### src/rtl/usbsrd_pkg.sv
// ---------------------------------------------------------------------------
// usbsrd_pkg: shared definitions of the standard request decoder
// Field widths, request and action codes, and the structs that pass between
// the decode logic, the stall bit bank and the top level.
// ---------------------------------------------------------------------------
package usbsrd_pkg;

	// Sizing of the endpoint table and of the string descriptor set.
	localparam int ENDPOINT_COUNT = 8;
	localparam int STRING_COUNT   = 5;

	// The stall state holds at most eight endpoints per direction.
	localparam int EP_LIMIT  = (ENDPOINT_COUNT < 8) ? ENDPOINT_COUNT : 8;
	localparam int STR_LIMIT = (STRING_COUNT < 8) ? STRING_COUNT : 8;

	localparam int TYPE_W   = 8;
	localparam int CODE_W   = 8;
	localparam int VALUE_W  = 16;
	localparam int INDEX_W  = 16;
	localparam int ACTION_W = 3;
	localparam int RLEN_W   = 2;
	localparam int BYTE_W   = 8;
	localparam int KIND_W   = 2;
	localparam int SNUM_W   = 3;
	localparam int STALL_W  = 16;
	localparam int BIT_W    = 4;
	localparam int CFG_IDX_W = 1;

	// Configuration register indexes.
	localparam logic [CFG_IDX_W-1:0] CFG_CONFIGURATION = 1'd0;
	localparam logic [CFG_IDX_W-1:0] CFG_INTERFACE     = 1'd1;

	// Standard request codes (bRequest).
	localparam logic [CODE_W-1:0] REQ_GET_STATUS     = 8'd0;
	localparam logic [CODE_W-1:0] REQ_CLEAR_FEATURE  = 8'd1;
	localparam logic [CODE_W-1:0] REQ_RESERVED_2     = 8'd2;
	localparam logic [CODE_W-1:0] REQ_SET_FEATURE    = 8'd3;
	localparam logic [CODE_W-1:0] REQ_RESERVED_4     = 8'd4;
	localparam logic [CODE_W-1:0] REQ_SET_ADDRESS    = 8'd5;
	localparam logic [CODE_W-1:0] REQ_GET_DESCRIPTOR = 8'd6;
	localparam logic [CODE_W-1:0] REQ_SET_DESCRIPTOR = 8'd7;
	localparam logic [CODE_W-1:0] REQ_GET_CONFIG     = 8'd8;
	localparam logic [CODE_W-1:0] REQ_SET_CONFIG     = 8'd9;
	localparam logic [CODE_W-1:0] REQ_GET_INTERFACE  = 8'd10;
	localparam logic [CODE_W-1:0] REQ_SET_INTERFACE  = 8'd11;
	localparam logic [CODE_W-1:0] REQ_SYNCH_FRAME    = 8'd12;

	// Request types (bmRequestType) that the decoder tells apart.
	localparam logic [TYPE_W-1:0] RT_DEV_OUT = 8'h00;
	localparam logic [TYPE_W-1:0] RT_EP_OUT  = 8'h02;
	localparam logic [TYPE_W-1:0] RT_DEV_IN  = 8'h80;
	localparam logic [TYPE_W-1:0] RT_IF_IN   = 8'h81;
	localparam logic [TYPE_W-1:0] RT_EP_IN   = 8'h82;

	// Descriptor types in the high byte of wValue.
	localparam logic [BYTE_W-1:0] DT_DEVICE = 8'd1;
	localparam logic [BYTE_W-1:0] DT_CONFIG = 8'd2;
	localparam logic [BYTE_W-1:0] DT_STRING = 8'd3;

	localparam logic [INDEX_W-1:0] LANG_NONE  = 16'h0000;
	localparam logic [INDEX_W-1:0] LANG_EN_US = 16'h0409;

	// Actions for endpoint zero.
	localparam logic [ACTION_W-1:0] ACT_ACK   = 3'd0;
	localparam logic [ACTION_W-1:0] ACT_STALL = 3'd1;
	localparam logic [ACTION_W-1:0] ACT_REPLY = 3'd2;
	localparam logic [ACTION_W-1:0] ACT_DESC  = 3'd3;
	localparam logic [ACTION_W-1:0] ACT_SOFT  = 3'd4;

	// Descriptor kinds.
	localparam logic [KIND_W-1:0] KIND_DEVICE = 2'd0;
	localparam logic [KIND_W-1:0] KIND_CONFIG = 2'd1;
	localparam logic [KIND_W-1:0] KIND_LANG   = 2'd2;
	localparam logic [KIND_W-1:0] KIND_STRING = 2'd3;

	// Endpoint whose toggles and stall bits set interface resets.
	localparam int TOG_EP = 2;
	localparam logic [BIT_W-1:0] TOG_OUT_BIT = 4'(TOG_EP);
	localparam logic [BIT_W-1:0] TOG_IN_BIT  = 4'(TOG_EP + 8);

	typedef struct packed {
		logic [TYPE_W-1:0]  request_type;
		logic [CODE_W-1:0]  request_code;
		logic [VALUE_W-1:0] request_value;
		logic [INDEX_W-1:0] request_index;
	} req_t;

	typedef struct packed {
		logic [ACTION_W-1:0] action;
		logic [RLEN_W-1:0]   reply_length;
		logic [BYTE_W-1:0]   reply_first;
		logic [KIND_W-1:0]   descriptor_kind;
		logic [SNUM_W-1:0]   string_number;
		logic                toggle_reset;
	} result_t;

	// Change to the stall bits caused by one request.
	typedef struct packed {
		logic             set;
		logic             clr;
		logic [BIT_W-1:0] idx;
		logic             tog_clr;
	} stall_upd_t;

	// Stall bits that can ever be set: endpoint zero's shared bit and the
	// OUT and IN bits of every endpoint below the limit.
	function automatic logic [STALL_W-1:0] stall_used_mask();
		logic [STALL_W-1:0] m;
		m = '0;
		for (int b = 0; b < STALL_W; b++) begin
			if (b == 0) begin
				m[b] = 1'b1;
			end else if ((b % 8) != 0 && (b % 8) < EP_LIMIT) begin
				m[b] = 1'b1;
			end
		end
		return m;
	endfunction

endpackage

### src/rtl/usbsrd_decode.sv
// ---------------------------------------------------------------------------
// usbsrd_decode: standard request decode
// Combinational decode of one registered setup packet into an action and
// the change it makes to the stall bits.
// ---------------------------------------------------------------------------
module usbsrd_decode
	import usbsrd_pkg::*;
(
	input  req_t               req,
	input  logic [STALL_W-1:0] stall_bits,
	input  logic [BYTE_W-1:0]  configuration_number,
	input  logic [BYTE_W-1:0]  interface_number,
	output result_t            res,
	output stall_upd_t         upd
);

	logic [3:0]        ep_num;
	logic              ep_ok;
	logic [BIT_W-1:0]  ep_bit;
	logic [BYTE_W-1:0] dtype;
	logic [BYTE_W-1:0] didx;
	logic [BYTE_W-1:0] didx_m1;
	logic              str_ok;

	// Endpoint address: bit 7 is the direction, bits 3..0 the number.
	assign ep_num = req.request_index[3:0];
	assign ep_ok  = {1'b0, ep_num} < 5'(EP_LIMIT);
	assign ep_bit = (ep_num == 4'd0) ? 4'd0 : {req.request_index[7], ep_num[2:0]};

	assign dtype   = req.request_value[15:8];
	assign didx    = req.request_value[7:0];
	assign didx_m1 = didx - 8'd1;
	assign str_ok  = (didx != 8'd0) && (didx <= 8'(STR_LIMIT));

	always_comb begin
		res     = '0;
		upd     = '0;
		upd.idx = ep_bit;
		case (req.request_code)
			REQ_GET_STATUS: begin
				if (req.request_type inside {RT_DEV_IN, RT_IF_IN}) begin
					res.action       = ACT_REPLY;
					res.reply_length = 2'd2;
				end else if (req.request_type == RT_EP_IN && ep_ok) begin
					res.action       = ACT_REPLY;
					res.reply_length = 2'd2;
					res.reply_first  = {7'd0, stall_bits[ep_bit]};
				end else begin
					res.action = ACT_STALL;
				end
			end
			REQ_CLEAR_FEATURE: begin
				if (req.request_type == RT_DEV_OUT) begin
					res.action = ACT_STALL;
				end else if (req.request_type == RT_EP_OUT) begin
					if (req.request_value == '0 && ep_ok) begin
						upd.clr = 1'b1;
					end else begin
						res.action = ACT_STALL;
					end
				end
			end
			REQ_SET_FEATURE: begin
				if (req.request_type == RT_EP_OUT) begin
					if (req.request_value == '0 && ep_ok) begin
						upd.set = 1'b1;
					end else begin
						res.action = ACT_STALL;
					end
				end
			end
			REQ_RESERVED_2, REQ_RESERVED_4, REQ_SET_DESCRIPTOR: begin
				res.action = ACT_STALL;
			end
			REQ_SET_ADDRESS, REQ_SET_CONFIG, REQ_SYNCH_FRAME: begin
				res.action = ACT_ACK;
			end
			REQ_GET_DESCRIPTOR: begin
				if (dtype == DT_DEVICE) begin
					res.action          = ACT_DESC;
					res.descriptor_kind = KIND_DEVICE;
				end else if (dtype == DT_CONFIG) begin
					res.action          = ACT_DESC;
					res.descriptor_kind = KIND_CONFIG;
				end else if (dtype == DT_STRING && req.request_index == LANG_NONE) begin
					res.action          = ACT_DESC;
					res.descriptor_kind = KIND_LANG;
				end else if (dtype == DT_STRING && req.request_index == LANG_EN_US
						&& str_ok) begin
					res.action          = ACT_DESC;
					res.descriptor_kind = KIND_STRING;
					res.string_number   = didx_m1[SNUM_W-1:0];
				end else begin
					res.action = ACT_STALL;
				end
			end
			REQ_GET_CONFIG: begin
				res.action       = ACT_REPLY;
				res.reply_length = 2'd1;
				res.reply_first  = configuration_number;
			end
			REQ_GET_INTERFACE: begin
				res.action       = ACT_REPLY;
				res.reply_length = 2'd1;
				res.reply_first  = interface_number;
			end
			REQ_SET_INTERFACE: begin
				res.toggle_reset = 1'b1;
				upd.tog_clr      = 1'b1;
			end
			default: begin
				res.action = ACT_SOFT;
			end
		endcase
	end

endmodule

### config.mk
export PLATFORM = sky130hd
export DESIGN_NAME = usbsrd_decode
export DESIGN_NICKNAME = d
export VERILOG_FILES = /design/src/rtl/usbsrd_pkg.sv /design/src/rtl/usbsrd_decode.sv
export SDC_FILE = /design/constraint.sdc
export NUM_CORES = 1
export LEC_CHECK = 0
export BUFFER_PORTS_ARGS = -buffer_cell sky130_fd_sc_hd__buf_2
export CORE_UTILIZATION = 32
export DETAILED_ROUTE_END_ITERATION = 16
export PLACE_DENSITY_LB_ADDON = 0.1
export SYNTH_ARGS = -nofsm -noshare
export SYNTH_HDL_FRONTEND = slang
export SYNTH_SLANG_ARGS = --single-unit
### constraint.sdc
create_clock -name vclk -period 2.3
set_clock_uncertainty 0.1 [all_clocks]
set_input_delay 0.115 -clock vclk [all_inputs]
set_output_delay 0.115 -clock vclk [all_outputs]
set_load 0.005 [all_outputs]
**Yosys cells after proc, flatten, opt, wreduce, memory -nomap -nowiden**

Cells that the tools add are included.

- Input port bits: 80
- Output and inout bits: 26
- Logic and storage cells: 70
- Register bits: 0

- Add/subtract/negate cells: 1
- Equality and inequality tests: 20
- Reductions and logical operators: 16
- Muxes and demuxes: 30
- Order comparisons: 3

Operators with widths:

| kind | number |
|---|---|
| 8-bit by 2-bit equality test with 1-bit output, second input constant | 5 |
| 8-bit by 4-bit equality test with 1-bit output, second input constant | 5 |
| 8-bit by 3-bit equality test with 1-bit output, second input constant | 4 |
| 16-bit logical NOT | 2 |
| 10-bit one-hot mux with 3 select lines | 1 |
| 8-bit equality test, second input constant | 3 |
| 3-bit one-hot mux with 7 select lines | 1 |
| 3-bit 2-to-1 mux | 6 |
| 16-bit by 11-bit equality test with 1-bit output, second input constant | 1 |
| 8-bit by 1-bit equality test with 1-bit output, second input constant | 2 |
| 8-bit logical NOT | 2 |
| 1-bit 2-to-1 mux | 10 |
| 10-bit 2-to-1 mux | 1 |
| 2-bit 2-to-1 mux | 5 |
| 5-bit 2-to-1 mux | 2 |
| 8-bit by 3-bit <= comparator with 1-bit output, second input constant | 1 |
| 4-bit 2-to-1 mux | 2 |
| 8-bit 2-to-1 mux | 1 |
| 8-bit nonzero test | 1 |
| 1-bit logical AND | 6 |
| 4-bit by 5-bit less-than comparator with 1-bit output, second input constant | 1 |
| 1-bit binary-select mux with 4-bit select | 1 |
| 4-bit logical NOT | 1 |
| 4-bit less-than comparator, second input constant | 1 |
| other kinds (5) | 5 |

**Longest topological paths before layout**

Gate-level depths: netlist of the first run.

- Depth in word-level cells: 8
- Depth in mapped cells: 7
- Gate-level depth less buffers: 7

**Worst setup path after synthesis of the first run**

Ideal clock, no wire load.

- Path kind: input -> output
- Start: in req[16] (netlist bit)
- End: out res[3] (netlist bit)
- Setup slack: 564 ps
- Cell stages on the path: 7
- Data arrival time: 1521 ps
- Data required time: 2085 ps
- Buffers on the path: 0
- Cells stage by stage: inv_1 > ha_1 > nor2b_2 > or4_1 > nor4_1 > nand4_1 > nor2_1

RTL lines:

| what | line | source |
|---|---|---|
| start, declared | usbsrd_decode.sv:9 | `input req_t req,` |
| end, declared | usbsrd_decode.sv:13 | `output result_t res,` |

==> run metrics, run 1 <==
startpoint types=input pin; antenna-violating nets left=0; Final setup viols=0; Die W=50.6 microns; # hold bufs at CTS=0; Sw Ratio=0.416; PD cells=between 100 and 150 nW/um^2; largest delay contributor family on the critical path=simple AND/OR/NAND/NOR gates; run status=completed; Ports=approximately 110; share of cells above drive strength 1=0.580; Reg power frac=0; global route overflow=0; Tcrit/Tclk final=0.894; Post-CTS Setup Inserts=0; total number of vias=about 1200; CP max FO=3; mean post-synth cell area=a little over 7 sq um; Die Footprint=2560 sq um; Slowest-stage cell, CP=or4_1; fin nets=~290; Clk pwr share=0; Seq/Total Area, Yosys=0; layout sequential cell count=0; DP Cell Count=about 240; IO Port Bufs=106; Post-Layout Cell Count=~240; critical path, cell by cell=buf_2 -> inv_1 -> ha_1 -> nor2b_2 -> or4_1 -> nor4_1 -> nand4_1 -> nor2_1 -> buf_2; CP most frequent cell=buf_2; Pleak=0.711 nW; WP data arrival=between 1500 and 2000 ps; Hold Fails Final Rpt=0; VDD IR max=between 0.06 and 0.07 mV; clock buf count=0; Final Power=0.000151 W; first-pass GRT wire length=between 3 and 4 mm; post-synthesis cell type count=37; Row Count=17; WL/cell=~11 microns; Hold Path Class=in -> out; final WL=2.66 mm; Layout fillers=241; core region area=2210 sq um; Buf/Inv on CP=3; worst path required time=about 2100 ps; synth warn=0; post-synth design cell area=757 sq um; vias per cell=roughly 5.1; max incr delay on CP=roughly 450 ps; final setup TNS=0 ps; area taken by multi-input logic gates=around 690 sq um; cells after synthesis=about 110; final hold slack=a little under 400 ps; MaxCap Viol Count=0; Psw=0.0000628 W; Die Y=50.6 microns; Worst Setup SP=req[16]; combinational share of power=1.000; GP Congestion=roughly 0.74; slew margin rel.=0.760; sequential standard cell area=0 sq um; Mapped Nets=~190; unrepaired setup endpoints after global routing=false; largest net degree at the start of global routing=17; Final min period=2060 ps; vias in the first global route=1024; number of remaining DRC errors=0; Max Slew Vio Count=0; Starting Density=0.342; Starting DRT DRC Count=21; Critical Path End Type=output pin; DP HPWL=approximately 2.4 mm; Setup Crit Path Kind=in -> out; initial antenna violation count=0; hold_sp=req[16]; P&R area growth vs syn=71.6%; drt pass-1 iters=4; diode count=0; Tightest Pin Transition=~360 ps; post-CTS sizing=0; total track usage=0.188; Achievable Freq=just under 500 MHz; Internal=between 0.00008 and 0.00009 W
cells by family after synthesis:
logic type	count (synthesis)	share of synthesized area
AOI/OAI and AO/OA	12	0.116
xor gates and xnor gates	2	0.0231
adders and majority gates	2	0.0331
buffers and inverters	15	0.0859
muxes	13	0.255
and+or+nand+nor	63	0.488
placed cells by master, fill, tap and decap left out, types with 2 or more instances in the layout:
| cell type | instances |
|---|---|
| buf_4 | 2 |
| or4_1 | 5 |
| nor2_1 | 19 |
| o21ai_0 | 2 |
| nor4_1 | 7 |
| nor3b_1 | 2 |
| or4_4 | 2 |
| mux4_2 | 5 |
| inv_1 | 7 |
| nor4_2 | 2 |
| a21oi_1 | 2 |
| nand3_1 | 4 |
| buf_2 | 106 |
| ha_1 | 2 |
| nand2b_1 | 2 |
| nor3_1 | 5 |
| nand3b_1 | 2 |
| mux2i_1 | 8 |
| nand2_1 | 6 |
cell usage after synthesis:
master,count,area share
a211oi_1,1,0.0099
a21oi_1,2,0.013
a32o_1,1,0.013
and3_1,1,0.0083
and4_2,1,0.013
and4b_1,1,0.013
buf_2,1,0.0066
buf_4,2,0.020
clkbuf_1,5,0.025
ha_1,2,0.033
inv_1,7,0.035
mux2i_1,8,0.11
mux4_2,5,0.15
nand2_1,6,0.030
nand2b_1,2,0.017
nand3_1,4,0.026
nand3b_1,2,0.020
nand4_1,1,0.0083
nor2_1,19,0.094
nor2b_2,1,0.012
nor3_1,5,0.033
nor3b_1,2,0.020
nor4_1,7,0.058
nor4_2,2,0.033
nor4b_1,1,0.012
o2111a_1,1,0.015
o211ai_1,1,0.0099
o21ai_0,2,0.013
o21bai_1,1,0.0099
o22ai_1,1,0.0083
o2bb2ai_1,1,0.012
o41ai_1,1,0.012
or2b_2,1,0.012
or4_1,5,0.050
or4_4,2,0.030
xnor2_1,1,0.012
xor2_1,1,0.012
routing by layer:
layer | up-vias | share of wire | global-route usage
met5 | - | 0 | 0
met4 | 0 | 0 | 0.00926
met3 | 0 | 0.080 | 0.0152
met2 | 50 | 0.54 | 0.387
met1 | 541 | 0.38 | 0.213
li1 | 608 | - | -
through the flow:
step           instance area (sq um)  utilization  worst slack, ps
2_1_floorplan                    757            -              564
3_3_place_gp                    1300        0.587              282
3_5_place_dp                    1300        0.587              257
4_1_cts                         1300        0.587              244
5_1_grt                         1300        0.587             53.2
6_report                        1300        0.587              244
cell type report:
type / count / area share
repair buffers: 108 / 0.420
multi-input cells: 92 / 0.533
inverters: 7 / 0.0202
well taps: 28 / 0.0270
path summary, 6_finish.rpt:
path              endpoint  slack, ps  cells past startpoint
setup / recovery    res[1]        240                      9
hold / removal      res[1]        390                      3
power by group through the flow:
| stage | logic (W) | clock network (W) | registers (W) |
|---|---|---|---|
| 2_1_floorplan | 0.0000661 | 0 | 0 |
| 3_3_place_gp | 0.000147 | 0 | 0 |
| 3_5_place_dp | 0.000152 | 0 | 0 |
| 4_1_cts | 0.000152 | 0 | 0 |
| 5_1_grt | 0.000166 | 0 | 0 |
| 6_report | 0.000151 | 0 | 0 |
No activity file was read; power rests on OpenSTA's default activity.
==> run 2, diff against run 1 <==
--- a/config.mk
+++ b/config.mk
@@ -6,9 +6,11 @@
 export NUM_CORES = 1
 export LEC_CHECK = 0
 export BUFFER_PORTS_ARGS = -buffer_cell sky130_fd_sc_hd__buf_2
+export CORE_ASPECT_RATIO = 0.75
 export CORE_UTILIZATION = 32
 export DETAILED_ROUTE_END_ITERATION = 16
 export PLACE_DENSITY_LB_ADDON = 0.1
+export SLEW_MARGIN = 20
 export SYNTH_ARGS = -nofsm -noshare
 export SYNTH_HDL_FRONTEND = slang
 export SYNTH_SLANG_ARGS = --single-unit
==> run 2 against run 1 <==
Via count grew 1.9%. Maximum frequency shrank 3.1%. Core utilization grew 2.4 points. Sequential share of layout area is the same. Non-clock buffer count shrank 1. Largest cell class unchanged. Highest routed layer is now met4.
==> run metrics, run 2 (synthesis results as in run 1) <==
VDD IR max=0.0691 mV (was 0.0616 mV); GP Congestion=0.822 (was 0.745); final core utilization=0.612 (was 0.587); combinational share of power=1.000 (about the same); Max Slew Vio Count=0 (unchanged); Psw=0.0000640 W (was 0.0000628 W); Reg power frac=0 (about the same); Tcrit/Tclk final=0.923 (was 0.894); layout sequential cell count=0 (unchanged); share of cells above drive strength 1=0.578 (was 0.580); WL/cell=11.5 microns (was 11.3 microns); area taken by multi-input logic gates=692 sq um (unchanged); Die W=58.2 microns (was 50.6 microns); antenna-violating nets left=0 (unchanged); final WL=2.73 mm (was 2.66 mm); run status=completed (unchanged); Pleak=0.705 nW (was 0.711 nW); Buf/Inv on CP=3 (unchanged); fin nets=290 (was 291); Starting Density=0.357 (was 0.342); first-pass GRT wire length=4.26 mm (was 3.96 mm); Final Power=0.000152 W (was 0.000151 W); Tightest Pin Transition=429 ps (was 360 ps); core region area=2120 sq um (was 2210 sq um); CP Depth=9 (unchanged); most common cell after layout, fill and taps aside=buf_2 (unchanged); Post-Layout Cell Count=238 (was 235); Die Footprint=2570 sq um (was 2560 sq um); critical path, cell by cell=buf_2 -> inv_1 -> ha_1 -> nor2b_2 -> or4_1 -> nor4_1 -> nand4_1 -> nor2_1 -> buf_2 (unchanged); startpoint types=input pin (unchanged); final setup TNS=0 ps (unchanged); Setup Crit Path Kind=in -> out (unchanged); DP Cell Count=238 (was 235); global route overflow=0 (unchanged); Final setup viols=0 (unchanged); total number of vias=1222 (was 1199); Clk pwr share=0 (about the same); worst path required time=2090 ps (about the same); Hold Fails Final Rpt=0 (unchanged); vias per cell=5.13 (was 5.10); number of remaining DRC errors=0 (unchanged); DP HPWL=2.43 mm (was 2.40 mm); Internal=0.0000877 W (was 0.0000880 W); largest net degree at the start of global routing=17 (unchanged); sequential standard cell area=0 sq um (unchanged); slew margin rel.=0.712 (was 0.760); IO Port Bufs=106 (unchanged); Die Y=44.1 microns (was 50.6 microns); most frequent cells in the layout=106 x buf_2, 19 x nor2_1, 8 x mux2i_1, 7 x inv_1, 7 x nor4_1 (unchanged); Ports=106 (unchanged); CP most frequent cell=buf_2 (unchanged); unrepaired setup endpoints after global routing=false (unchanged); largest delay contributor family on the critical path=simple AND/OR/NAND/NOR gates (unchanged); Post-CTS Setup Inserts=0 (unchanged); Row Count=14 (was 17); total track usage=0.205 (was 0.188); PD cells=117 nW/um^2 (was 116 nW/um^2); vias in the first global route=1080 (was 1024); MaxCap Viol Count=0 (unchanged); # hold bufs at CTS=0 (unchanged); Critical Path End Type=output pin (unchanged); drt pass-1 iters=5 (was 4); diode count=0 (unchanged); Hold Crit Depth=2 (was 3); P&R area growth vs syn=71.2% (was 71.6%); CP max FO=3 (unchanged); Achievable Freq=471 MHz (was 486 MHz); WP data arrival=1910 ps (was 1840 ps); Hold Path Class=in -> out (unchanged); post-CTS sizing=0 (unchanged); Final min period=2120 ps (was 2060 ps); max incr delay on CP=450 ps (about the same); Layout fillers=191 (was 241); clock buf count=0 (unchanged); final hold slack=390 ps (was 389 ps); initial antenna violation count=0 (unchanged); Starting DRT DRC Count=24 (was 21); Sw Ratio=0.422 (was 0.416); Slowest-stage cell, CP=or4_1 (unchanged)
[run 2: cell count changes in the layout (fill, tap and decap cells not counted)]
cell,before,now
buf_4,2,1
[run 2: routing by layer]
metal  vias up  routed length [microns]  share of wire  track usage
li1        610                        -              -            -
met1       529                     1070           0.39        0.217
met2        77                     1350           0.49        0.416
met3         6                      267          0.098       0.0380
met4         0                       45          0.016       0.0571
met5         -                        0              0            0
[run 2: final cells by class]
class,count,share of cell area
well taps,32,0.0309
multi-input cells,92,0.534
inverters,7,0.0203
repair buffers,107,0.415
[run 2: power groups by stage]
stage | combinational, W | clock [W] | sequential (W)
floorplan | 0.0000661 | 0 | 0
global placement | 0.000145 | 0 | 0
detailed placement | 0.000152 | 0 | 0
CTS | 0.000152 | 0 | 0
global route | 0.000169 | 0 | 0
finish | 0.000152 | 0 | 0
[run 2: stage by stage]
stage	setup WS [ps]	cell area (sq um)
floorplan	564	757
global placement	317	1300
detailed placement	200	1300
CTS	203	1300
global route	38.3	1300
finish	178	1300
[run 2: worst paths after layout]
| kind | endpoint | from | slack [ps] |
|---|---|---|---|
| setup / recovery | res[2] | req[16] | 180 |
| hold / removal | upd[3] | req[2] | 390 |
