$ cat config.mk
export PLATFORM = sky130hd
export DESIGN_NAME = usbsrd_stall_bank
export DESIGN_NICKNAME = d
export VERILOG_FILES = /design/src/rtl/usbsrd_pkg.sv /design/src/rtl/usbsrd_stall_bank.sv
export SDC_FILE = /design/constraint.sdc
export NUM_CORES = 1
export LEC_CHECK = 0
export BUFFER_PORTS_ARGS = -buffer_cell sky130_fd_sc_hd__buf_2
export CORE_MARGIN = 2
export CORE_UTILIZATION = 40
export DETAILED_ROUTE_END_ITERATION = 8
export PLACE_DENSITY_LB_ADDON = 0.15
export SLEW_MARGIN = 20
export SYNTH_ARGS = -nofsm -noshare
export SYNTH_HDL_FRONTEND = slang
export SYNTH_SLANG_ARGS = --single-unit
$ cat constraint.sdc
create_clock -name clk -period 0.92 [get_ports clk]
set_input_delay 0.046 -clock clk [delete_from_list [all_inputs] [get_ports clk]]
set_output_delay 0.046 -clock clk [all_outputs]
set_load 0.005 [all_outputs]
$ cat src/rtl/usbsrd_pkg.sv
// ---------------------------------------------------------------------------
// usbsrd_pkg: shared definitions of the standard request decoder
// Field widths, request and action codes, and the structs that pass between
// the decode logic, the stall bit bank and the top level.
// ---------------------------------------------------------------------------
package usbsrd_pkg;

	// Sizing of the endpoint table and of the string descriptor set.
	localparam int ENDPOINT_COUNT = 8;
	localparam int STRING_COUNT   = 5;

	// The stall state holds at most eight endpoints per direction.
	localparam int EP_LIMIT  = (ENDPOINT_COUNT < 8) ? ENDPOINT_COUNT : 8;
	localparam int STR_LIMIT = (STRING_COUNT < 8) ? STRING_COUNT : 8;

	localparam int TYPE_W   = 8;
	localparam int CODE_W   = 8;
	localparam int VALUE_W  = 16;
	localparam int INDEX_W  = 16;
	localparam int ACTION_W = 3;
	localparam int RLEN_W   = 2;
	localparam int BYTE_W   = 8;
	localparam int KIND_W   = 2;
	localparam int SNUM_W   = 3;
	localparam int STALL_W  = 16;
	localparam int BIT_W    = 4;
	localparam int CFG_IDX_W = 1;

	// Configuration register indexes.
	localparam logic [CFG_IDX_W-1:0] CFG_CONFIGURATION = 1'd0;
	localparam logic [CFG_IDX_W-1:0] CFG_INTERFACE     = 1'd1;

	// Standard request codes (bRequest).
	localparam logic [CODE_W-1:0] REQ_GET_STATUS     = 8'd0;
	localparam logic [CODE_W-1:0] REQ_CLEAR_FEATURE  = 8'd1;
	localparam logic [CODE_W-1:0] REQ_RESERVED_2     = 8'd2;
	localparam logic [CODE_W-1:0] REQ_SET_FEATURE    = 8'd3;
	localparam logic [CODE_W-1:0] REQ_RESERVED_4     = 8'd4;
	localparam logic [CODE_W-1:0] REQ_SET_ADDRESS    = 8'd5;
	localparam logic [CODE_W-1:0] REQ_GET_DESCRIPTOR = 8'd6;
	localparam logic [CODE_W-1:0] REQ_SET_DESCRIPTOR = 8'd7;
	localparam logic [CODE_W-1:0] REQ_GET_CONFIG     = 8'd8;
	localparam logic [CODE_W-1:0] REQ_SET_CONFIG     = 8'd9;
	localparam logic [CODE_W-1:0] REQ_GET_INTERFACE  = 8'd10;
	localparam logic [CODE_W-1:0] REQ_SET_INTERFACE  = 8'd11;
	localparam logic [CODE_W-1:0] REQ_SYNCH_FRAME    = 8'd12;

	// Request types (bmRequestType) that the decoder tells apart.
	localparam logic [TYPE_W-1:0] RT_DEV_OUT = 8'h00;
	localparam logic [TYPE_W-1:0] RT_EP_OUT  = 8'h02;
	localparam logic [TYPE_W-1:0] RT_DEV_IN  = 8'h80;
	localparam logic [TYPE_W-1:0] RT_IF_IN   = 8'h81;
	localparam logic [TYPE_W-1:0] RT_EP_IN   = 8'h82;

	// Descriptor types in the high byte of wValue.
	localparam logic [BYTE_W-1:0] DT_DEVICE = 8'd1;
	localparam logic [BYTE_W-1:0] DT_CONFIG = 8'd2;
	localparam logic [BYTE_W-1:0] DT_STRING = 8'd3;

	localparam logic [INDEX_W-1:0] LANG_NONE  = 16'h0000;
	localparam logic [INDEX_W-1:0] LANG_EN_US = 16'h0409;

	// Actions for endpoint zero.
	localparam logic [ACTION_W-1:0] ACT_ACK   = 3'd0;
	localparam logic [ACTION_W-1:0] ACT_STALL = 3'd1;
	localparam logic [ACTION_W-1:0] ACT_REPLY = 3'd2;
	localparam logic [ACTION_W-1:0] ACT_DESC  = 3'd3;
	localparam logic [ACTION_W-1:0] ACT_SOFT  = 3'd4;

	// Descriptor kinds.
	localparam logic [KIND_W-1:0] KIND_DEVICE = 2'd0;
	localparam logic [KIND_W-1:0] KIND_CONFIG = 2'd1;
	localparam logic [KIND_W-1:0] KIND_LANG   = 2'd2;
	localparam logic [KIND_W-1:0] KIND_STRING = 2'd3;

	// Endpoint whose toggles and stall bits set interface resets.
	localparam int TOG_EP = 2;
	localparam logic [BIT_W-1:0] TOG_OUT_BIT = 4'(TOG_EP);
	localparam logic [BIT_W-1:0] TOG_IN_BIT  = 4'(TOG_EP + 8);

	typedef struct packed {
		logic [TYPE_W-1:0]  request_type;
		logic [CODE_W-1:0]  request_code;
		logic [VALUE_W-1:0] request_value;
		logic [INDEX_W-1:0] request_index;
	} req_t;

	typedef struct packed {
		logic [ACTION_W-1:0] action;
		logic [RLEN_W-1:0]   reply_length;
		logic [BYTE_W-1:0]   reply_first;
		logic [KIND_W-1:0]   descriptor_kind;
		logic [SNUM_W-1:0]   string_number;
		logic                toggle_reset;
	} result_t;

	// Change to the stall bits caused by one request.
	typedef struct packed {
		logic             set;
		logic             clr;
		logic [BIT_W-1:0] idx;
		logic             tog_clr;
	} stall_upd_t;

	// Stall bits that can ever be set: endpoint zero's shared bit and the
	// OUT and IN bits of every endpoint below the limit.
	function automatic logic [STALL_W-1:0] stall_used_mask();
		logic [STALL_W-1:0] m;
		m = '0;
		for (int b = 0; b < STALL_W; b++) begin
			if (b == 0) begin
				m[b] = 1'b1;
			end else if ((b % 8) != 0 && (b % 8) < EP_LIMIT) begin
				m[b] = 1'b1;
			end
		end
		return m;
	endfunction

endpackage

$ cat src/rtl/usbsrd_stall_bank.sv
// ---------------------------------------------------------------------------
// usbsrd_stall_bank: endpoint stall bits
// Holds one stall bit per endpoint and direction and applies the change
// that each decoded request makes.
// ---------------------------------------------------------------------------
module usbsrd_stall_bank
	import usbsrd_pkg::*;
(
	input  logic               clk,
	input  logic               arst_n,
	input  stall_upd_t         upd,
	output logic [STALL_W-1:0] stall_bits
);

	localparam logic [STALL_W-1:0] USED_MASK = stall_used_mask();

	logic [STALL_W-1:0] stall_q;
	logic [STALL_W-1:0] stall_d;

	always_comb begin
		stall_d = stall_q;
		if (upd.set) begin
			stall_d[upd.idx] = 1'b1;
		end
		if (upd.clr) begin
			stall_d[upd.idx] = 1'b0;
		end
		if (upd.tog_clr) begin
			stall_d[TOG_OUT_BIT] = 1'b0;
			stall_d[TOG_IN_BIT]  = 1'b0;
		end
	end

	always_ff @(posedge clk or negedge arst_n) begin
		if (!arst_n) begin
			stall_q <= '0;
		end else begin
			stall_q <= stall_d;
		end
	end

	assign stall_bits = stall_q;

`ifndef SYNTHESIS
	a_unused_bits_clear: assert property (@(posedge clk) disable iff (!arst_n)
		(stall_q & ~USED_MASK) == '0)
		else $error("stall bit set for an endpoint that does not exist");

	a_set_takes: assert property (@(posedge clk) disable iff (!arst_n)
		upd.set |=> stall_q[$past(upd.idx)])
		else $error("set feature did not set the stall bit");

	a_tog_clears: assert property (@(posedge clk) disable iff (!arst_n)
		upd.tog_clr |=> !stall_q[TOG_OUT_BIT] && !stall_q[TOG_IN_BIT])
		else $error("set interface left an endpoint 2 stall bit set");
`endif

endmodule

# Yosys cells after proc, flatten, opt, wreduce, memory -nomap -nowiden

Cells that the tools add are included.

Input port bits: 9
Logic and storage cells: 13
Bits in registers: 16

Bitwise logic cells: 3
Reduce and logical (&&, ||, !) cells: 1
$lt $le $gt $ge: 2
Mux-type cells: 6

Operators with widths:

| cell               | count |
|---|---|
| $mux 16            | 2 |
| $and 16x16->16     | 1 |
| $not 16->16        | 1 |
| $or 16x16->16      | 1 |
| $lt 4x5->1 const B | 1 |
| $demux 1 s4        | 1 |
| $ge 4x1->1 const B | 1 |
| $mux 1             | 3 |
| $logic_and 1x1->1  | 1 |

# Longest topological paths before layout

Gate-level depths: netlist of the first run.

Depth in word-level cells: 9
Depth in mapped cells: 4
Mapped depth without buffers: 3

# Worst setup path after synthesis of the first run

No wires, ideal clock.

Kind: register to register
From: register stall_q[2], in the netlist stall_bits[2]
To: register stall_q[2], in the netlist stall_bits[2]
Path buffers: 0
Slack: 0.221 ns
Stages on the path, launching flop included: 3
Period minus slack after synthesis: 0.699 ns
Arrival: 0.559 ns
Library setup time: 0.140 ns
Cells stage by stage: dfrtp_1 -> a21oi_1 -> a211oi_2

Longest elaborated chain between the ends: 5

Ends and longest elaborated chain:

| what                     | RTL line                | RTL |
|---|---|---|
| from (decl)              | usbsrd_stall_bank.sv:17 | `logic [STALL_W-1:0] stall_q;` |
| from (signal assigned)   | usbsrd_stall_bank.sv:38 | `stall_q <= stall_d;` |
| $or 16x16->16 (no line)  | n/a                     |  |
| $mux 16 *                | usbsrd_stall_bank.sv:22 | `if (upd.set) begin` |
| $and 16x16->16 (no line) | n/a                     |  |
| $mux 16 *                | usbsrd_stall_bank.sv:25 | `if (upd.clr) begin` |
| $mux 1 *                 | usbsrd_stall_bank.sv:28 | `if (upd.tog_clr) begin` |
| named net stall_d[2]     | usbsrd_stall_bank.sv:18 | `logic [STALL_W-1:0] stall_d;` |

The timed path passes the listed nets; every way through them passes the cells marked *.

# Worst setup path in the final report of the first run

From: register stall_q[2], in the netlist stall_bits[2]
To: output stall_bits[2]

RTL lines:

| what      | RTL line                | RTL |
|---|---|---|
| to (decl) | usbsrd_stall_bank.sv:12 | `output logic [STALL_W-1:0] stall_bits` |

No word-level cell between the ends.

==> flow_summary.html, run 1 <==
<table>
<tr><th>Metric</th><th>Value</th></tr>
<tr><th colspan="2">Run status</th></tr>
<tr><td>Run status</td><td>finished, final reports clean</td></tr>
<tr><th colspan="2">Critical path</th></tr>
<tr><td>Cells traversed along the worst timing path</td><td>buf_2</td></tr>
<tr><td>Crit path capture type</td><td>output port</td></tr>
<tr><td>Slack of the worst reg-to-reg path</td><td>200 ps</td></tr>
<tr><td>CP max-delay cell</td><td>sky130_fd_sc_hd__dfrtp_1</td></tr>
<tr><td>Critical path's top delay family</td><td>flip-flops</td></tr>
<tr><td>Maximum cell stage delay along the critical path</td><td>400 ps</td></tr>
<tr><td>Top fanout value on the critical path</td><td>2</td></tr>
<tr><td>Bufs and invs on worst path</td><td>1</td></tr>
<tr><td>CP Data Required Time</td><td>870 ps</td></tr>
<tr><td>Critical path class</td><td>reg -&gt; out</td></tr>
<tr><td>Sort of element at the start of the critical path</td><td>flop</td></tr>
<tr><td>Critical Path AT</td><td>810 ps</td></tr>
<tr><th colspan="2">Route</th></tr>
<tr><td>Number of iterations in the first detailed-routing pass</td><td>4</td></tr>
<tr><td>Starting DRT DRC Count</td><td>17</td></tr>
<tr><td>Wire length per cell after detailed routing</td><td>around 14 um</td></tr>
<tr><td>Routed Antenna Nets</td><td>0</td></tr>
<tr><td>Overall via count from detail_route</td><td>615</td></tr>
<tr><td>Final Routed Wirelength</td><td>1520 um</td></tr>
<tr><td>Total DRC errors in the routed layout</td><td>0</td></tr>
<tr><td>Drt via density</td><td>between 5 and 6</td></tr>
<tr><th colspan="2">Die</th></tr>
<tr><td>Starting density of the core</td><td>44.1%</td></tr>
<tr><td>Area of the core</td><td>0.00156 mm^2</td></tr>
<tr><td>Number of core rows</td><td>14</td></tr>
<tr><td>Horiz. Die Dim</td><td>about 45 um</td></tr>
<tr><td>Die span in y</td><td>45.4 um</td></tr>
<tr><td>Number of I/O pins</td><td>25</td></tr>
<tr><td>Full die area</td><td>0.00206 mm^2</td></tr>
<tr><th colspan="2">Timing</th></tr>
<tr><td>Setup TNS after final layout</td><td>0 ps</td></tr>
<tr><td>Worst clock skew</td><td>0 ps</td></tr>
<tr><td>Final setup violation count</td><td>0</td></tr>
<tr><td>Highest attainable clock frequency</td><td>1160 MHz</td></tr>
<tr><td>Setup repair after global routing missed its margin</td><td>false</td></tr>
<tr><td>Min cycle time layout</td><td>861 ps</td></tr>
<tr><td>Rel. slew slack</td><td>76.6%</td></tr>
<tr><td>Worst hold slack after final layout</td><td>between 150 and 200 ps</td></tr>
<tr><td>Pins Over Slew Limit</td><td>0</td></tr>
<tr><td>Hold violation total from the final report</td><td>0</td></tr>
<tr><td>Final clock period utilization by the worst path</td><td>93.6%</td></tr>
<tr><td>Transition at the pin with the smallest max-transition slack</td><td>350 ps</td></tr>
<tr><th colspan="2">Min path</th></tr>
<tr><td>Path class of the lowest-slack min-delay path</td><td>in -&gt; reg</td></tr>
<tr><th colspan="2">Placement</th></tr>
<tr><td>Half-perimeter wire length after detailed placement</td><td>between 1000 and 1500 um</td></tr>
<tr><td>Input/output buffers</td><td>24</td></tr>
<tr><td>Routability-driven placement congestion ratio</td><td>0.741</td></tr>
<tr><th colspan="2">Yosys</th></tr>
<tr><td>Sequential-to-total area share from yosys stat</td><td>58.3%</td></tr>
<tr><td>Net count of the mapped netlist</td><td>73</td></tr>
<tr><td>Synthesized instance count</td><td>64</td></tr>
<tr><td>Register bit count reported by yosys</td><td>16</td></tr>
<tr><td>Post-synthesis area per instance</td><td>10.7 um^2</td></tr>
<tr><td>Number of warnings printed during yosys synthesis</td><td>0</td></tr>
<tr><td>Top-area cell type share of the netlist area</td><td>around 58%</td></tr>
<tr><td>Synth Cell Area</td><td>687 um^2</td></tr>
<tr><td>Cell taking the most area after synthesis</td><td>sky130_fd_sc_hd__dfrtp_1</td></tr>
<tr><td>Synth area leaders</td><td>sky130_fd_sc_hd__dfrtp_1 58%, sky130_fd_sc_hd__a21oi_1 21%, sky130_fd_sc_hd__a211oi_2 3.6%</td></tr>
<tr><td>Synth cell types</td><td>15</td></tr>
<tr><th colspan="2">Clock tree</th></tr>
<tr><td>Number of gates resized after cts</td><td>0</td></tr>
<tr><td>Latest clock arrival within the worst-skew pair</td><td>280 ps</td></tr>
<tr><td>Clock slew at reported path FFs</td><td>roughly 80 ps</td></tr>
<tr><td>Quantity of hold-fixing buffers added after cts</td><td>2</td></tr>
<tr><td>Count of buffers added by post-CTS timing repair for setup</td><td>0</td></tr>
<tr><td>Number of buffers on the longest clock path</td><td>2</td></tr>
<tr><td>H-Tree Depth</td><td>1</td></tr>
<tr><td>Number of clock buffers inserted by TritonCTS</td><td>3</td></tr>
<tr><td>CTS tree</td><td>built</td></tr>
<tr><td># clock sinks</td><td>16</td></tr>
<tr><td>CTS Root Buffer Type</td><td>sky130_fd_sc_hd__clkbuf_4</td></tr>
<tr><th colspan="2">Layout</th></tr>
<tr><td>Most used cells in the layout excluding fill and tap cells</td><td>29 x sky130_fd_sc_hd__a21oi_1, 24 x sky130_fd_sc_hd__buf_2, 16 x sky130_fd_sc_hd__dfrtp_1, 5 x sky130_fd_sc_hd__buf_4, 3 x sky130_fd_sc_hd__clkbuf_4</td></tr>
<tr><td>Final core utilization</td><td>between 50% and 60%</td></tr>
<tr><td>Net count reported at finish</td><td>106</td></tr>
<tr><td>Max FFs per register</td><td>16</td></tr>
<tr><td>Antenna diode count</td><td>0</td></tr>
<tr><td>Most frequent standard cell in the layout excluding fill and tap cells</td><td>sky130_fd_sc_hd__a21oi_1</td></tr>
<tr><td>Layout area overhead</td><td>29.5%</td></tr>
<tr><td>Share of post-route cells with drive strength above 1</td><td>38.9%</td></tr>
<tr><th colspan="2">Pwr</th></tr>
<tr><td>Worst IR Drop VDD</td><td>roughly 1100 uV</td></tr>
<tr><td>Leak</td><td>0.445 nW</td></tr>
<tr><td>Power density relative to cell area</td><td>1890 mW/mm^2</td></tr>
<tr><td>Total design power</td><td>1.68 mW</td></tr>
<tr><th colspan="2">Global routing</th></tr>
<tr><td>Antenna violations before repair</td><td>0</td></tr>
<tr><td>Vias in the first global route</td><td>558</td></tr>
<tr><td>Global-route wire length before repair</td><td>2450 um</td></tr>
<tr><td>Pin count of the biggest net entering global routing</td><td>17</td></tr>
<tr><td>Overflow left after global routing</td><td>0</td></tr>
<tr><td>GR Util All Layers</td><td>16.6%</td></tr>
<tr><th colspan="2">Job</th></tr>
<tr><td>Maxcap violations</td><td>0</td></tr>
</table>
stage by stage:
| stage | area, um^2 | cells | setup slack (ps) |
|---|---|---|---|
| after floorplan | 687 | 64 | 221 |
| after global placement | 847 | 106 | 116 |
| after detailed placement | 847 | 106 | 94.0 |
| after CTS | 890 | 111 | 59.0 |
| after global routing | 890 | 111 | 30.5 |
| final | 890 | 111 | 59.0 |
synth_stat cells:
cell	instances
sky130_fd_sc_hd__buf_4	1
sky130_fd_sc_hd__a21oi_2	1
sky130_fd_sc_hd__and3b_2	1
sky130_fd_sc_hd__nor2b_1	2
sky130_fd_sc_hd__nor3b_2	1
sky130_fd_sc_hd__nor3b_1	1
sky130_fd_sc_hd__nand2_1	1
sky130_fd_sc_hd__and3b_1	2
sky130_fd_sc_hd__buf_2	2
sky130_fd_sc_hd__nor2_1	2
sky130_fd_sc_hd__dfrtp_1	16
sky130_fd_sc_hd__and2_1	1
sky130_fd_sc_hd__a211oi_2	2
sky130_fd_sc_hd__a21oi_1	29
sky130_fd_sc_hd__and3_1	2
logic make-up after synthesis:
group / count (synthesis) / synth area share, %
and+or+nand+nor: 13 / 13.1
AOI/OAI and AO/OA: 32 / 26.0
buffers and inverters: 3 / 2.55
DFF: 16 / 58.3
final cells by class:
cell class	instances	area, um^2
Sequential cell	16	400
Clock buffer	3	22.5
Fill cell	145	669
Timing Repair Buffer	31	178
Multi-Input combinational cell	45	269
Tap cell	16	20.0
final timing paths:
kind,from,end,depth (start not counted)
max,stall_bits[2],stall_bits[2],1
min,upd[5],stall_bits[4],4
max reg2reg,stall_bits[2],stall_bits[2],2
min reg2reg,stall_bits[4],stall_bits[4],2
max in group asynchronous,arst_n,stall_bits[2],2
min in group asynchronous,arst_n,stall_bits[9],2
power by group:
group | switching [mW] | internal, mW | total [mW]
Clock | 0.203 | 0.152 | 0.355
Sequential | 0.0740 | 0.841 | 0.915
Combinational | 0.205 | 0.202 | 0.407
Total | 0.483 | 1.19 | 1.68
per-layer routing:
layer | up-vias | share of wire, % | routed length [um] | track usage, %
li1 | 298 | - | - | -
met5 | - | 0 | 0 | 0
met2 | 30 | 41 | 619 | 24.8
met1 | 283 | 52 | 791 | 23.9
met4 | 0 | 1.4 | 21 | 5.29
met3 | 4 | 5.5 | 83 | 3.57
No activity file was read; power rests on OpenSTA's default activity.
==> run 2, diff against run 1 <==
ABC_AREA = 1   (was default)
clock period = 1.1 ns   (was 0.92 ns; I/O delays follow)
==> flow_summary.html, run 2 <==
<table>
<tr><th>Metric</th><th>Value</th></tr>
<tr><th colspan="2">Run status</th></tr>
<tr><td>Run status</td><td>finished, final reports clean</td></tr>
<tr><th colspan="2">Placement</th></tr>
<tr><td>Instance count after placement with tap cells included</td><td>173</td></tr>
<tr><td>Input/output buffers</td><td>24</td></tr>
<tr><td>Routability-driven placement congestion ratio</td><td>0.814</td></tr>
<tr><td>Half-perimeter wire length after detailed placement</td><td>1360 um</td></tr>
<tr><th colspan="2">Timing</th></tr>
<tr><td>Rel. slew slack</td><td>75.4%</td></tr>
<tr><td>Setup repair after global routing missed its margin</td><td>false</td></tr>
<tr><td>Final setup violation count</td><td>0</td></tr>
<tr><td>Setup TNS after final layout</td><td>0 ps</td></tr>
<tr><td>Highest attainable clock frequency</td><td>1170 MHz</td></tr>
<tr><td>Hold violation total from the final report</td><td>0</td></tr>
<tr><td>Final clock period utilization by the worst path</td><td>78.0%</td></tr>
<tr><td>Worst clock skew</td><td>0 ps</td></tr>
<tr><td>Pins Over Slew Limit</td><td>0</td></tr>
<tr><td>Transition at the pin with the smallest max-transition slack</td><td>about 370 ps</td></tr>
<tr><td>Min cycle time layout</td><td>858 ps</td></tr>
<tr><th colspan="2">Global routing</th></tr>
<tr><td>Vias in the first global route</td><td>~720</td></tr>
<tr><td>Pin count of the biggest net entering global routing</td><td>17</td></tr>
<tr><td>GR Util All Layers</td><td>14.8%</td></tr>
<tr><td>Antenna violations before repair</td><td>0</td></tr>
<tr><td>Overflow left after global routing</td><td>0</td></tr>
<tr><td>Global-route wire length before repair</td><td>2890 um</td></tr>
<tr><th colspan="2">Yosys</th></tr>
<tr><td>Net count of the mapped netlist</td><td>133</td></tr>
<tr><td>Synth cell types</td><td>12</td></tr>
<tr><td>Synth area leaders</td><td>sky130_fd_sc_hd__dfrtp_1 47%, sky130_fd_sc_hd__nand2_1 14%, sky130_fd_sc_hd__inv_1 13%</td></tr>
<tr><td>Number of synthesized flops with an enable pin</td><td>0</td></tr>
<tr><td>Post-synth top cells</td><td>31 x sky130_fd_sc_hd__nand2_1, 30 x sky130_fd_sc_hd__inv_1, 16 x sky130_fd_sc_hd__dfrtp_1, 12 x sky130_fd_sc_hd__nand3_1, 11 x sky130_fd_sc_hd__nor2_1</td></tr>
<tr><td>Asr flop ratio synth</td><td>100%</td></tr>
<tr><td>Commonest register cell after synthesis</td><td>sky130_fd_sc_hd__dfrtp_1</td></tr>
<tr><td>Top-area cell type share of the netlist area</td><td>46.7%</td></tr>
<tr><td>Synth Cell Area</td><td>857 um^2</td></tr>
<tr><td>Synthesized instance count</td><td>between 100 and 150</td></tr>
<tr><td>Cell taking the most area after synthesis</td><td>sky130_fd_sc_hd__dfrtp_1</td></tr>
<tr><td>Most used standard cell by instance count after synthesis</td><td>sky130_fd_sc_hd__nand2_1</td></tr>
<tr><td>Number of warnings printed during yosys synthesis</td><td>0</td></tr>
<tr><td>Post-synthesis area per instance</td><td>6.91 um^2</td></tr>
<tr><td>Sequential-to-total area share from yosys stat</td><td>46.7%</td></tr>
<tr><td>Register bit count reported by yosys</td><td>16</td></tr>
<tr><th colspan="2">Die</th></tr>
<tr><td>Horiz. Die Dim</td><td>~50 um</td></tr>
<tr><td>Full die area</td><td>0.00253 mm^2</td></tr>
<tr><td>Die span in y</td><td>50.3 um</td></tr>
<tr><td>Starting density of the core</td><td>43.2%</td></tr>
<tr><td>Number of core rows</td><td>16</td></tr>
<tr><td>Area of the core</td><td>between 0.0015 and 0.002 mm^2</td></tr>
<tr><td>Number of I/O pins</td><td>25</td></tr>
<tr><th colspan="2">Layout</th></tr>
<tr><td>Layout area overhead</td><td>21.9%</td></tr>
<tr><td>Filler Cell Count</td><td>206</td></tr>
<tr><td>Most used cells in the layout excluding fill and tap cells</td><td>31 x sky130_fd_sc_hd__nand2_1, 30 x sky130_fd_sc_hd__inv_1, 24 x sky130_fd_sc_hd__buf_2, 16 x sky130_fd_sc_hd__dfrtp_1, 12 x sky130_fd_sc_hd__nand3_1</td></tr>
<tr><td>Net count reported at finish</td><td>161</td></tr>
<tr><td>Most frequent standard cell in the layout excluding fill and tap cells</td><td>sky130_fd_sc_hd__nand2_1</td></tr>
<tr><td>Max FFs per register</td><td>16</td></tr>
<tr><td>Share of post-route cells with drive strength above 1</td><td>19.9%</td></tr>
<tr><td>Final std cells w/o fill</td><td>178</td></tr>
<tr><td>Antenna diode count</td><td>0</td></tr>
<tr><th colspan="2">Route</th></tr>
<tr><td>Drt via density</td><td>4.51</td></tr>
<tr><td>Wire length per cell after detailed routing</td><td>9.60 um</td></tr>
<tr><td>Overall via count from detail_route</td><td>between 800 and 900</td></tr>
<tr><td>Starting DRT DRC Count</td><td>10</td></tr>
<tr><td>Total DRC errors in the routed layout</td><td>0</td></tr>
<tr><td>Final Routed Wirelength</td><td>1710 um</td></tr>
<tr><td>Routed Antenna Nets</td><td>0</td></tr>
<tr><td>Number of iterations in the first detailed-routing pass</td><td>4</td></tr>
<tr><th colspan="2">Clock tree</th></tr>
<tr><td>Number of clock buffers inserted by TritonCTS</td><td>3</td></tr>
<tr><td>Number of gates resized after cts</td><td>0</td></tr>
<tr><td># clock sinks</td><td>16</td></tr>
<tr><td>CTS Root Buffer Type</td><td>sky130_fd_sc_hd__clkbuf_4</td></tr>
<tr><td>Clock slew at reported path FFs</td><td>100 ps</td></tr>
<tr><td>Latest clock arrival within the worst-skew pair</td><td>280 ps</td></tr>
<tr><td>Number of buffers on the longest clock path</td><td>2</td></tr>
<tr><td>H-Tree Depth</td><td>1</td></tr>
<tr><td>CTS tree</td><td>built</td></tr>
<tr><th colspan="2">Min path</th></tr>
<tr><td>Cells on Worst Hold Path</td><td>4</td></tr>
<tr><td>Worst-case hold path end point</td><td>stall_bits[2]</td></tr>
<tr><td>Path class of the lowest-slack min-delay path</td><td>in -&gt; reg</td></tr>
<tr><td>Critical hold path startpoint</td><td>upd[0]</td></tr>
<tr><th colspan="2">Critical path</th></tr>
<tr><td>CP Data Required Time</td><td>1040 ps</td></tr>
<tr><td>Top fanout value on the critical path</td><td>2</td></tr>
<tr><td>Sort of element at the start of the critical path</td><td>flop</td></tr>
<tr><td>Worst reg2reg startpoint</td><td>stall_bits[1]</td></tr>
<tr><td>Maximum cell stage delay along the critical path</td><td>390 ps</td></tr>
<tr><td>Crit path capture type</td><td>output port</td></tr>
<tr><td>Worst R2R Path Depth</td><td>4</td></tr>
<tr><td>Critical path class</td><td>reg -&gt; out</td></tr>
<tr><td>Slack of the worst reg-to-reg path</td><td>430 ps</td></tr>
<tr><td>Endpoint of the most critical register-to-register path</td><td>stall_bits[1]</td></tr>
<tr><td>Cells traversed along the worst timing path</td><td>buf_2</td></tr>
<tr><td>Critical path's top delay family</td><td>flip-flops</td></tr>
<tr><td>Critical Path AT</td><td>800 ps</td></tr>
<tr><td>Bufs and invs on worst path</td><td>1</td></tr>
<tr><td>CP max-delay cell</td><td>sky130_fd_sc_hd__dfrtp_1</td></tr>
<tr><th colspan="2">Pwr</th></tr>
<tr><td>Power density relative to cell area</td><td>approximately 1500 mW/mm^2</td></tr>
<tr><td>Worst IR Drop VDD</td><td>675 uV</td></tr>
<tr><td>Total design power</td><td>about 1.5 mW</td></tr>
<tr><td>Leak</td><td>0.597 nW</td></tr>
<tr><th colspan="2">Job</th></tr>
<tr><td>Maxcap violations</td><td>0</td></tr>
</table>
-- run 2: per-layer routing --
metal  global-route usage [%]  routed length [um]  vias up  part of all wire [%]
met3                     2.68                  69        2                   4.0
met5                        0                   0        -                     0
met2                     25.7                 843       14                    49
met1                     18.4                 786      357                    46
met4                     5.41                  10        0                  0.59
li1                         -                   -      429                     -
-- run 2: worst max-delay path by stage --
stage,from,to,cells after the start
after floorplan,upd[5],stall_bits[15],4
after detailed placement,upd[2],stall_bits[1],7
after CTS,stall_bits[1],stall_bits[1],1
after global routing,stall_bits[1],stall_bits[1],1
after global placement,upd[4],stall_bits[10],7
final,stall_bits[1],stall_bits[1],1
-- run 2: kinds of logic after synthesis --
| family | Yosys count | synth area share (%) |
|---|---|---|
| compound gates | 10 | 5.84 |
| buf+inv | 34 | 15.9 |
| flops | 16 | 46.7 |
| simple gates | 64 | 31.5 |
-- run 2: cell type report --
type	count	area (um^2)	share of cell area, %
Sequential cell	16	400	38.3
Multi-Input combinational cell	74	320	30.7
Timing Repair Buffer	26	138	13.2
Inverter	31	116	11.1
Clock buffer	4	36.3	3.47
Tap cell	27	33.8	3.23
-- run 2: report_power, final --
group	leakage, nW	internal (mW)	switching, mW
clock network	0.0210	0.201	0.185
logic	0.389	0.169	0.207
registers	0.187	0.703	0.0505
total	0.597	1.07	0.442
-- run 2: what timing repair did --
action / in CTS / in global routing
hold endpoints to repair: 16 / 0
hold buffers: 1 / 0
setup buffers: 0 / 0
setup endpoints to repair: 0 / 0
-- run 2: worst register-to-register path, stage by stage (launching register included) --
cell and delay [ps]:
sky130_fd_sc_hd__dfrtp_1 390, sky130_fd_sc_hd__inv_1 60, sky130_fd_sc_hd__nand2_1 50, sky130_fd_sc_hd__nand2_1 50, sky130_fd_sc_hd__inv_1 30
-- run 2: per-stage QoR --
step	instance area, um^2	util (%)	hold WS [ps]	worst slack [ps]
2_1_floorplan	857	-	-241	375
3_3_place_gp	998	50.4	-9.77	271
3_5_place_dp	998	50.4	-6.65	223
4_1_cts	1040	52.7	1.97	229
5_1_grt	1040	52.7	15.4	201
6_report	1040	52.7	4.89	242
